<file path="src/rsa_pkg.sv">
`timescale 1ns / 1ps
// shared types and codes for the rpn stack alu
// no dependencies

package rsa_pkg;

	// request codes carried on req_type
	typedef enum logic [2:0] {
		REQ_PUSH = 3'd0,
		REQ_ADD  = 3'd1,
		REQ_SUB  = 3'd2,
		REQ_MUL  = 3'd3,
		REQ_DIV  = 3'd4
	} req_t;

	// result status codes
	typedef enum logic [1:0] {
		ST_OK       = 2'd0,
		ST_INSUF    = 2'd1,
		ST_DIVZERO  = 2'd2,
		ST_OVERFLOW = 2'd3
	} status_t;

	// controller states
	typedef enum logic [2:0] {
		S_IDLE,
		S_READ,
		S_LOAD,
		S_ITER,
		S_DONE
	} state_t;

	// controller to datapath commands
	typedef struct packed {
		logic capture;
		logic rd;
		logic load;
		logic step;
		logic commit;
	} cmd_t;

	// datapath to controller status
	typedef struct packed {
		logic need_iter;
		logic iter_last;
	} sts_t;

endpackage

</file>
<file path="src/rsa_ram.sv">
`timescale 1ns / 1ps
// generic simple dual-port ram, one write and one read address, registered read
// no dependencies

module rsa_ram #(
	parameter int WIDTH = 32,
	parameter int DEPTH = 16
) (
	input  logic                     clk,
	input  logic                     we,
	input  logic [$clog2(DEPTH)-1:0] waddr,
	input  logic [WIDTH-1:0]         wdata,
	input  logic                     re,
	input  logic [$clog2(DEPTH)-1:0] raddr,
	output logic [WIDTH-1:0]         rdata
);

	logic [WIDTH-1:0] mem_q [DEPTH];
	logic [WIDTH-1:0] rdata_q;

	always_ff @(posedge clk) begin
		if (we) begin
			mem_q[waddr] <= wdata;
		end
		if (re) begin
			rdata_q <= mem_q[raddr];
		end
	end

	assign rdata = rdata_q;

endmodule

</file>
<file path="src/rsa_ctrl.sv">
`timescale 1ns / 1ps
// controller state machine for the rpn stack alu
// depends on rsa_pkg

module rsa_ctrl import rsa_pkg::*; (
	input  logic clk,
	input  logic arst_n,
	input  logic req_valid,
	output logic req_stall,
	output logic rsp_valid,
	input  logic rsp_stall,
	input  sts_t sts,
	output cmd_t cmd
);

	state_t state_q, state_nxt;
	logic   out_valid_q;
	logic   out_free;

	assign out_free = !out_valid_q || !rsp_stall;

	always_ff @(posedge clk or negedge arst_n) begin
		if (!arst_n) begin
			state_q     <= S_IDLE;
			out_valid_q <= 1'b0;
		end else begin
			state_q <= state_nxt;
			if (cmd.commit) begin
				out_valid_q <= 1'b1;
			end else if (out_valid_q && !rsp_stall) begin
				out_valid_q <= 1'b0;
			end
		end
	end

	always_comb begin
		state_nxt = state_q;
		cmd       = '0;
		req_stall = 1'b1;
		unique case (state_q)
			S_IDLE: begin
				req_stall = 1'b0;
				if (req_valid) begin
					cmd.capture = 1'b1;
					state_nxt   = S_READ;
				end
			end
			S_READ: begin
				cmd.rd    = 1'b1;
				state_nxt = S_LOAD;
			end
			S_LOAD: begin
				cmd.load  = 1'b1;
				state_nxt = sts.need_iter ? S_ITER : S_DONE;
			end
			S_ITER: begin
				cmd.step = 1'b1;
				if (sts.iter_last) begin
					state_nxt = S_DONE;
				end
			end
			S_DONE: begin
				if (out_free) begin
					cmd.commit = 1'b1;
					state_nxt  = S_IDLE;
				end
			end
			default: begin
				state_nxt = S_IDLE;
			end
		endcase
	end

	assign rsp_valid = out_valid_q;

	a_accept_reads: assert property (@(posedge clk) disable iff (!arst_n)
		(req_valid && !req_stall) |=> (state_q == S_READ))
		else $error("accepted transaction did not start a stack read");

	a_iter_holds: assert property (@(posedge clk) disable iff (!arst_n)
		(state_q == S_ITER && !sts.iter_last) |=> (state_q == S_ITER))
		else $error("iterative unit left before its last step");

	a_commit_shows: assert property (@(posedge clk) disable iff (!arst_n)
		cmd.commit |=> rsp_valid)
		else $error("committed result not presented");

endmodule

</file>
<file path="src/rsa_dp.sv">
`timescale 1ns / 1ps
// datapath: stack storage, bit-serial multiply/divide unit, result register
// depends on rsa_pkg and rsa_ram

module rsa_dp import rsa_pkg::*; #(
	parameter int STACK_DEPTH = 16,
	parameter int DATA_WIDTH  = 32
) (
	input  logic               clk,
	input  logic               arst_n,
	input  cmd_t               cmd,
	output sts_t               sts,
	input  logic [2:0]         req_type,
	input  logic signed [31:0] operand_value,
	output logic [1:0]         status,
	output logic signed [31:0] top_value,
	output logic               is_empty
);

	localparam int IW = $clog2(STACK_DEPTH);
	localparam int CW = $clog2(DATA_WIDTH);

	// request registers
	logic [2:0]            req_q;
	logic [DATA_WIDTH-1:0] opnd_q;
	logic [DATA_WIDTH-1:0] push_ext;

	// stack: top entry in a register, the rest in ram
	logic [DATA_WIDTH-1:0] top_q;
	logic [IW-1:0]         top_idx_q;
	logic                  empty_q;
	logic [DATA_WIDTH-1:0] below_rd;

	// iterative unit
	logic [DATA_WIDTH-1:0] acc_q, x_q, y_q;
	logic                  neg_q;
	logic [CW-1:0]         cnt_q;
	logic [DATA_WIDTH:0]   div_t, div_diff;
	logic [DATA_WIDTH-1:0] mag_a, mag_b, result;

	// output registers
	logic [1:0]            status_q;
	logic signed [31:0]    top_value_q;
	logic                  is_empty_q;

	logic                  is_push, is_op, is_mul, is_div;
	logic                  full, few, ok_push, ok_op;
	status_t               code;
	logic [DATA_WIDTH-1:0] nxt_top;
	logic                  nxt_empty;
	logic signed [31:0]    nxt_top32;

	generate
		if (DATA_WIDTH <= 32) begin : g_push_narrow
			assign push_ext = operand_value[DATA_WIDTH-1:0];
		end else begin : g_push_wide
			assign push_ext = {{(DATA_WIDTH-32){operand_value[31]}}, operand_value};
		end
		if (DATA_WIDTH >= 32) begin : g_top_wide
			assign nxt_top32 = nxt_top[31:0];
		end else begin : g_top_narrow
			assign nxt_top32 = {{(32-DATA_WIDTH){nxt_top[DATA_WIDTH-1]}}, nxt_top};
		end
	endgenerate

	// request decode
	always_comb begin
		is_push = 1'b0;
		is_op   = 1'b0;
		is_mul  = 1'b0;
		is_div  = 1'b0;
		unique case (req_q)
			REQ_PUSH: is_push = 1'b1;
			REQ_ADD,
			REQ_SUB:  is_op = 1'b1;
			REQ_MUL: begin
				is_op  = 1'b1;
				is_mul = 1'b1;
			end
			REQ_DIV: begin
				is_op  = 1'b1;
				is_div = 1'b1;
			end
			default: is_op = 1'b0;
		endcase
	end

	assign full = !empty_q && (top_idx_q >= IW'(STACK_DEPTH - 1));
	assign few  = empty_q || (top_idx_q == '0);

	always_comb begin
		priority if (is_push && full) begin
			code = ST_OVERFLOW;
		end else if (is_op && few) begin
			code = ST_INSUF;
		end else if (is_div && (top_q == '0)) begin
			code = ST_DIVZERO;
		end else begin
			code = ST_OK;
		end
	end

	assign ok_push = is_push && (code == ST_OK);
	assign ok_op   = is_op && (code == ST_OK);

	assign sts.need_iter = ok_op && (is_mul || is_div);
	assign sts.iter_last = (cnt_q == '0);

	rsa_ram #(
		.WIDTH(DATA_WIDTH),
		.DEPTH(STACK_DEPTH)
	) u_ram (
		.clk  (clk),
		.we   (cmd.commit && ok_push && !empty_q),
		.waddr(top_idx_q),
		.wdata(top_q),
		.re   (cmd.rd),
		.raddr(top_idx_q - IW'(1)),
		.rdata(below_rd)
	);

	assign mag_a    = below_rd[DATA_WIDTH-1] ? (~below_rd + DATA_WIDTH'(1)) : below_rd;
	assign mag_b    = top_q[DATA_WIDTH-1] ? (~top_q + DATA_WIDTH'(1)) : top_q;
	assign div_t    = {acc_q, x_q[DATA_WIDTH-1]};
	assign div_diff = div_t - {1'b0, y_q};
	assign result   = is_div ? (neg_q ? (~x_q + DATA_WIDTH'(1)) : x_q) : acc_q;

	// request capture and iterative unit
	always_ff @(posedge clk) begin
		if (cmd.capture) begin
			req_q  <= req_type;
			opnd_q <= push_ext;
		end
		if (cmd.load) begin
			cnt_q <= CW'(DATA_WIDTH - 1);
			neg_q <= below_rd[DATA_WIDTH-1] ^ top_q[DATA_WIDTH-1];
			x_q   <= is_div ? mag_a : below_rd;
			y_q   <= is_div ? mag_b : top_q;
			unique case (req_q)
				REQ_ADD: acc_q <= below_rd + top_q;
				REQ_SUB: acc_q <= below_rd - top_q;
				default: acc_q <= '0;
			endcase
		end else if (cmd.step) begin
			cnt_q <= cnt_q - CW'(1);
			if (is_div) begin
				// restoring step, one quotient bit
				if (!div_diff[DATA_WIDTH]) begin
					acc_q <= div_diff[DATA_WIDTH-1:0];
					x_q   <= {x_q[DATA_WIDTH-2:0], 1'b1};
				end else begin
					acc_q <= div_t[DATA_WIDTH-1:0];
					x_q   <= {x_q[DATA_WIDTH-2:0], 1'b0};
				end
			end else begin
				// shift-add step, low bits only
				if (y_q[0]) begin
					acc_q <= acc_q + x_q;
				end
				x_q <= {x_q[DATA_WIDTH-2:0], 1'b0};
				y_q <= {1'b0, y_q[DATA_WIDTH-1:1]};
			end
		end
	end

	assign nxt_top   = ok_push ? opnd_q : (ok_op ? result : top_q);
	assign nxt_empty = ok_push ? 1'b0 : empty_q;

	always_ff @(posedge clk) begin
		if (cmd.commit) begin
			top_q       <= nxt_top;
			status_q    <= code;
			top_value_q <= nxt_empty ? 32'sd0 : nxt_top32;
			is_empty_q  <= nxt_empty;
		end
	end

	always_ff @(posedge clk or negedge arst_n) begin
		if (!arst_n) begin
			top_idx_q <= '0;
			empty_q   <= 1'b1;
		end else if (cmd.commit) begin
			if (ok_push) begin
				empty_q <= 1'b0;
				if (!empty_q) begin
					top_idx_q <= top_idx_q + IW'(1);
				end
			end else if (ok_op) begin
				top_idx_q <= top_idx_q - IW'(1);
			end
		end
	end

	assign status    = status_q;
	assign top_value = top_value_q;
	assign is_empty  = is_empty_q;

	a_push_fills: assert property (@(posedge clk) disable iff (!arst_n)
		(cmd.commit && ok_push) |=> !empty_q)
		else $error("stack empty after a good push");

	a_op_pops: assert property (@(posedge clk) disable iff (!arst_n)
		(cmd.commit && ok_op) |=> (top_idx_q == $past(top_idx_q) - IW'(1)))
		else $error("operator did not drop one entry");

	a_err_keeps: assert property (@(posedge clk) disable iff (!arst_n)
		(cmd.commit && !ok_push && !ok_op) |=> ($stable(top_idx_q) && $stable(empty_q)))
		else $error("failed request changed the stack");

endmodule

</file>
<file path="src/rpn_stack_alu.sv">
`timescale 1ns / 1ps
// top level of the rpn stack alu: controller plus datapath
// depends on rsa_pkg, rsa_ctrl, rsa_dp (and rsa_ram below it)

// Reverse Polish integer calculator stack. A request either pushes a signed
// value or applies add, subtract, multiply or divide to the two top entries
// (the lower one is the left operand), replacing them with the result; math
// wraps at DATA_WIDTH bits and division truncates toward zero. Each request
// transaction gives exactly one result transaction with a status (ok,
// insufficient stack, divide by zero, overflow), the top value after the
// step (0 when empty) and an empty flag; a failed request leaves the stack
// as it was. One request is in work at a time. Push, add, subtract, errors
// and unknown codes go through the read, load and done states between
// acceptances; multiply and divide also go through the iterate state of the
// bit-serial shift-add / restoring unit that retires one bit per cycle. The
// top entry lives in a register, the rest of the stack in a dual-port ram
// with registered read, so every operator fetches the entry below the top
// in the read state. A finished result sits in an output register while
// the next request is accepted; completion of that next request waits only
// if the previous result is still stalled. No clearing pass after reset.

module rpn_stack_alu import rsa_pkg::*; #(
	parameter int STACK_DEPTH = 16,
	parameter int DATA_WIDTH  = 32
) (
	input  logic               clk,
	input  logic               arst_n,
	// request channel
	input  logic               req_valid,
	output logic               req_stall,
	input  logic [2:0]         req_type,
	input  logic signed [31:0] operand_value,
	// response channel
	output logic               rsp_valid,
	input  logic               rsp_stall,
	output logic [1:0]         status,
	output logic signed [31:0] top_value,
	output logic               is_empty
);

	cmd_t cmd;
	sts_t sts;

	// sequencing: capture, read, load, iterate, commit
	rsa_ctrl u_ctrl (
		.clk      (clk),
		.arst_n   (arst_n),
		.req_valid(req_valid),
		.req_stall(req_stall),
		.rsp_valid(rsp_valid),
		.rsp_stall(rsp_stall),
		.sts      (sts),
		.cmd      (cmd)
	);

	// stack storage, arithmetic and result register
	rsa_dp #(
		.STACK_DEPTH(STACK_DEPTH),
		.DATA_WIDTH (DATA_WIDTH)
	) u_dp (
		.clk          (clk),
		.arst_n       (arst_n),
		.cmd          (cmd),
		.sts          (sts),
		.req_type     (req_type),
		.operand_value(operand_value),
		.status       (status),
		.top_value    (top_value),
		.is_empty     (is_empty)
	);

endmodule
</file>
<file path="config.mk">
export PLATFORM = sky130hd
export DESIGN_NAME = rpn_stack_alu
export DESIGN_NICKNAME = d
export VERILOG_FILES = /design/src/rsa_pkg.sv /design/src/rsa_ram.sv /design/src/rsa_ctrl.sv /design/src/rsa_dp.sv /design/src/rpn_stack_alu.sv
export SDC_FILE = /design/constraint.sdc
export NUM_CORES = 1
export LEC_CHECK = 0
export BUFFER_PORTS_ARGS = -buffer_cell sky130_fd_sc_hd__buf_2
export CAP_MARGIN = 10
export CORE_MARGIN = 2
export CORE_UTILIZATION = 37
export CTS_CLUSTER_DIAMETER = 30
export DETAILED_ROUTE_END_ITERATION = 8
export GPL_TIMING_DRIVEN = 0
export PLACE_DENSITY = 0.59
export SETUP_SLACK_MARGIN = 0.4
export SYNTH_ARGS = -nofsm -noshare
export SYNTH_HDL_FRONTEND = slang
export SYNTH_SLANG_ARGS = --single-unit
</file>
<file path="constraint.sdc">
create_clock -name clk -period 4.3 [get_ports clk]
set_clock_uncertainty 0.1 [all_clocks]
set_input_delay 0.43 -clock clk [delete_from_list [all_inputs] [get_ports clk]]
set_output_delay 0.43 -clock clk [all_outputs]
set_load 0.03 [all_outputs]
</file>
==> key figures <==
Clock tree
  – Num CTS Buffers: 153
  – Max Root-Sink Buffers: 3
  – Root Driver: sky130_fd_sc_hd__clkbuf_16
  – Clock Pin Slew Worst Setup and Hold Paths: 0.05 ns
  – H-tree level count: 4
  – Clock tree sinks: 757
  – Clock latency on the worst-skew pair: 0.77 ns
  – Clock tree from TritonCTS: built

Drt
  – Residual DRC count: 0
  – Via count: 26200
  – Average wire per standard cell: 25.9 um
  – Antenna Violating Nets Remaining: 0
  – Detailed Route Iter0 Violations: 3000
  – First-pass iteration count of the detailed router: 6
  – Total Routed Length: 119 mm
  – Post-DR vias/cell: 5.70

Timing
  – Final period utilization: 99.6%
  – Least-Margin Pin Slew: 1.26 ns
  – Final-report setup violation count: 0
  – Worst setup margin: 0.0168 ns
  – Fmax: 233 MHz
  – Slew Limit Headroom: 16.3%
  – Total count of max-transition violations in the final report: 0
  – Final Hold Violating Endpoints: 0
  – RSZ-0062 raised after global routing: yes
  – Min Clock Period, post-route: 4.28 ns

Setup path
  – Worst path arrival time: 4.62 ns
  – Sort of element at the start of the critical path: flip-flop
  – FF-to-FF path depth: 17
  – Slowest cell delay on critical path: 0.46 ns
  – Buf+Inv Stages, Crit Path: 2
  – Cell-by-cell trace of the critical path: buf_6 -> nor4_4 -> nand3_4 -> or4_4 -> nand2_2 -> xor2_1 -> ha_2 -> a2111oi_4 -> o21ai_1 -> o21a_1 -> a31oi_4 -> a21oi_2 -> o41ai_4 -> buf_4 -> o21ai_2 -> xnor2_2 -> o221ai_1
  – Crit path capture type: flip-flop
  – Reg-to-Reg Start: u_dp.top_q[4]
  – Endpoint of the worst-slack reg-to-reg timing path: u_dp.acc_q[24]
  – Data required time at the worst endpoint: 4.64 ns
  – CP delay by family, top: compound AO/OA/AOI/OAI gates
  – Crit-path max FO: 4
  – Cell with the largest stage delay on the worst path: sky130_fd_sc_hd__or4_4
  – Internal reg-to-reg setup slack: 0.02 ns
  – Setup Crit Path Kind: reg2reg

Global routing
  – Wire length of the first global-routing pass: 172 mm
  – Number of global-route vias before repair: 25500
  – Total congestion overflow: 0
  – Maximum number of pins on one net before global-route repair: 50
  – Global-route usage over all layers: 22.9%
  – Antenna violations before repair: 6

Logic synthesis
  – Proportion of register bits with asynchronous set or reset after synthesis: 1.19%
  – Mean instance size in the synthesized netlist: 13.6 um^2
  – Count of state elements after synthesis: 757
  – Cell type with the highest aggregate area in the netlist: sky130_fd_sc_hd__edfxtp_1
  – Most used flip-flop cell after synthesis: sky130_fd_sc_hd__edfxtp_1
  – Distinct cell type count of the synthesized netlist: 89
  – Biggest area contributors in the synthesized netlist: sky130_fd_sc_hd__edfxtp_1 (60%), sky130_fd_sc_hd__mux4_2 (9.7%), sky130_fd_sc_hd__ha_1 (3.5%)
  – Fraction of synthesized cell area taken by the top area cell type: 59.8%
  – Yosys warns: 0
  – Number of flops mapped to enable cells by yosys: 743
  – Gate Count Post-Synth: 2736
  – Netlist Area Pre-Place: 0.0373 mm^2
  – Sequential share of the synthesized area: 60.7%

Final layout
  – Layout overhead on the synthesized area: 28.5%
  – Post-layout utilization of the core: 47.9%
  – Share of final-layout standard cells stronger than drive strength 1: 26.2%
  – Number of nets in the layout: 3322
  – Layout Cell Area excl Fill: 0.0479 mm^2
  – Final antenna diode count: 0
  – Filler Cells Inserted: 8631

Power
  – Power per cell area: 891 mW/mm^2
  – Cell leakage power: 17.0 nW
  – Worst IR drop on VDD: 0.443 mV

Floorplan
  – Effective utilization at floorplan: 37.3%
  – Width of the die: 321 um
  – Number of ports placed on the die boundary: 76
  – Die outline area: 0.103 mm^2
  – Die boundary height: 321 um
  – Standard-cell row count: 116
  – Core Box Area: 0.100 mm^2

Placement
  – Dpl hpwl: 81.9 mm
  – Routability congestion estimate: 0.962
  – DP Worst Slack: -1.52 ns
  – Input/output buffers: 75
  – DP Area: 0.0404 mm^2

Status
  – Run status: finished clean

Min path
  – Hold Crit Class: in2async

Flow run
  – Maximum Capacitance Violations: 0
-- kinds of logic after synthesis --
group | after synthesis | synth area share, %
AO/OA/AOI/OAI | 632 | 10.3
adder cells (fa/ha/maj) | 106 | 3.62
XOR/XNOR | 195 | 4.58
AND/OR/NAND/NOR | 646 | 7.96
buffers and inverters | 209 | 2.30
flip-flops | 757 | 60.7
other | 1 | 0.0101
multiplexers | 190 | 10.5
-- layer usage --
layer / GRT usage [%] / up-vias / part of all wire [%] / wire length [um]
met3: 3.79 / 227 / 8.0 / 9510
met1: 31.5 / 13300 / 42 / 49800
met2: 36.8 / 1199 / 47 / 56200
met4: 7.92 / 2 / 3.2 / 3790
li1: - / 11500 / - / -
met5: 0 / - / 0.011 / 13
-- flip-flops by register name, summed over array words and instances (netlist names), 3 cells and up --
name / count
u_dp.top_value: 32
u_dp.cnt_q: 5
u_dp.opnd_q: 32
u_dp.y_q: 32
u_dp.u_ram.mem_q: 512
u_dp.top_q: 32
u_dp.top_idx_q: 4
u_dp.x_q: 32
u_dp.acc_q: 32
u_dp.u_ram.rdata: 32
u_ctrl.state_q: 3
u_dp.req_q: 3
-- what timing repair did --
item / CTS / global route
hold endpoints to repair: 46 / 0
gates resized for setup: 190 / 90
cloned: 0 / 0
pin swaps: 35 / 42
hold buffers: 39 / 0
setup buffers: 81 / 28
endpoints found under the setup margin: 284 / 184
-- area by class of cell --
class / instances / area [um^2] / share of cell area [%]
Inverter: 79 / 307 / 0.640
Sequential cell: 757 / 22600 / 47.2
Buffer: 130 / 788 / 1.64
Tap cell: 1298 / 1620 / 3.39
Clock buffer: 169 / 3910 / 8.16
Timing Repair Buffer: 255 / 2330 / 4.87
Clock inverter: 111 / 1350 / 2.82
Multi-Input combinational cell: 1801 / 15000 / 31.2
-- how the worst max path moves through the flow --
stage / start / to / slack (ns) / cells past startpoint
2_1_floorplan: u_dp.top_q[19] / u_dp.acc_q[29] / 0.11 / 12
3_3_place_gp: u_dp.top_idx_q[0] / u_dp.u_ram.mem_q[12][10] / -1.89 / 7
3_5_place_dp: u_dp.req_q[2] / u_dp.acc_q[24] / -1.52 / 15
4_1_cts: u_dp.top_q[7] / u_dp.acc_q[26] / 0.02 / 17
5_1_grt: u_dp.top_q[2] / u_dp.acc_q[24] / -0.09 / 17
6_report: u_dp.top_q[4] / u_dp.acc_q[24] / 0.02 / 17
-- where the power goes --
part           internal [mW]  total [mW]  switching, mW
combinational           8.11        19.6           11.5
sequential              10.0        11.3           1.26
clock                   7.67        11.8           4.17
total                   25.8        42.7           16.9
-- Yosys cell counts, drive strengths merged (6+ instances only) --
| master | count |
|---|---|
| o41ai | 11 |
| a2111o | 6 |
| nor2 | 164 |
| nand4 | 8 |
| o21bai | 18 |
| nor3 | 43 |
| mux2i | 25 |
| a21oi | 194 |
| xor2 | 72 |
| o221ai | 11 |
| or3 | 20 |
| nand3 | 34 |
| a31oi | 18 |
| a21o | 29 |
| mux4 | 160 |
| dfrtp | 8 |
| nor2b | 8 |
| nand2 | 267 |
| or4 | 10 |
| nor3b | 6 |
| nand2b | 24 |
| o211ai | 23 |
| nor4 | 16 |
| edfxtp | 743 |
| a22oi | 11 |
| xnor2 | 123 |
| o21a | 16 |
| clkbuf | 106 |
| ha | 103 |
| o31ai | 19 |
| a211oi | 24 |
| and3 | 20 |
| o21ai | 204 |
| inv | 78 |
| buf | 23 |
| and2 | 9 |
-- cell usage in the layout, fill, tap and decap left out, drive strengths merged, types with 17 or more instances in the layout --
| master | count |
|---|---|
| dlygate4sd3 | 39 |
| nor2 | 164 |
| nor3 | 43 |
| inv | 91 |
| conb | 32 |
| mux4 | 160 |
| and3 | 20 |
| nand3 | 34 |
| a31oi | 18 |
| a21o | 29 |
| nand2b | 24 |
| xnor2 | 123 |
| clkbuf | 273 |
| edfxtp | 743 |
| ha | 103 |
| bufinv | 17 |
| or3 | 20 |
| mux2i | 25 |
| o31ai | 19 |
| o21ai | 204 |
| a211oi | 24 |
| nand2 | 267 |
| buf | 241 |
| xor2 | 72 |
| o211ai | 23 |
| o21bai | 18 |
| clkinv | 66 |
| a21oi | 194 |
-- through the flow --
stage / power [mW] / setup TNS, ns / hold WS, ns / instances
after floorplan: 22.9 / 0 / 0.0344 / 2767
after global placement: 28.4 / -927.60 / 0.215 / 4140
after detailed placement: 28.6 / -136.08 / 0.215 / 4168
after CTS: 41.8 / 0 / 0.0390 / 4568
after global routing: 44.6 / -0.338 / 0.0817 / 4600
final: 42.7 / 0 / 0.101 / 4600
(Power assumes the default switching activity.)
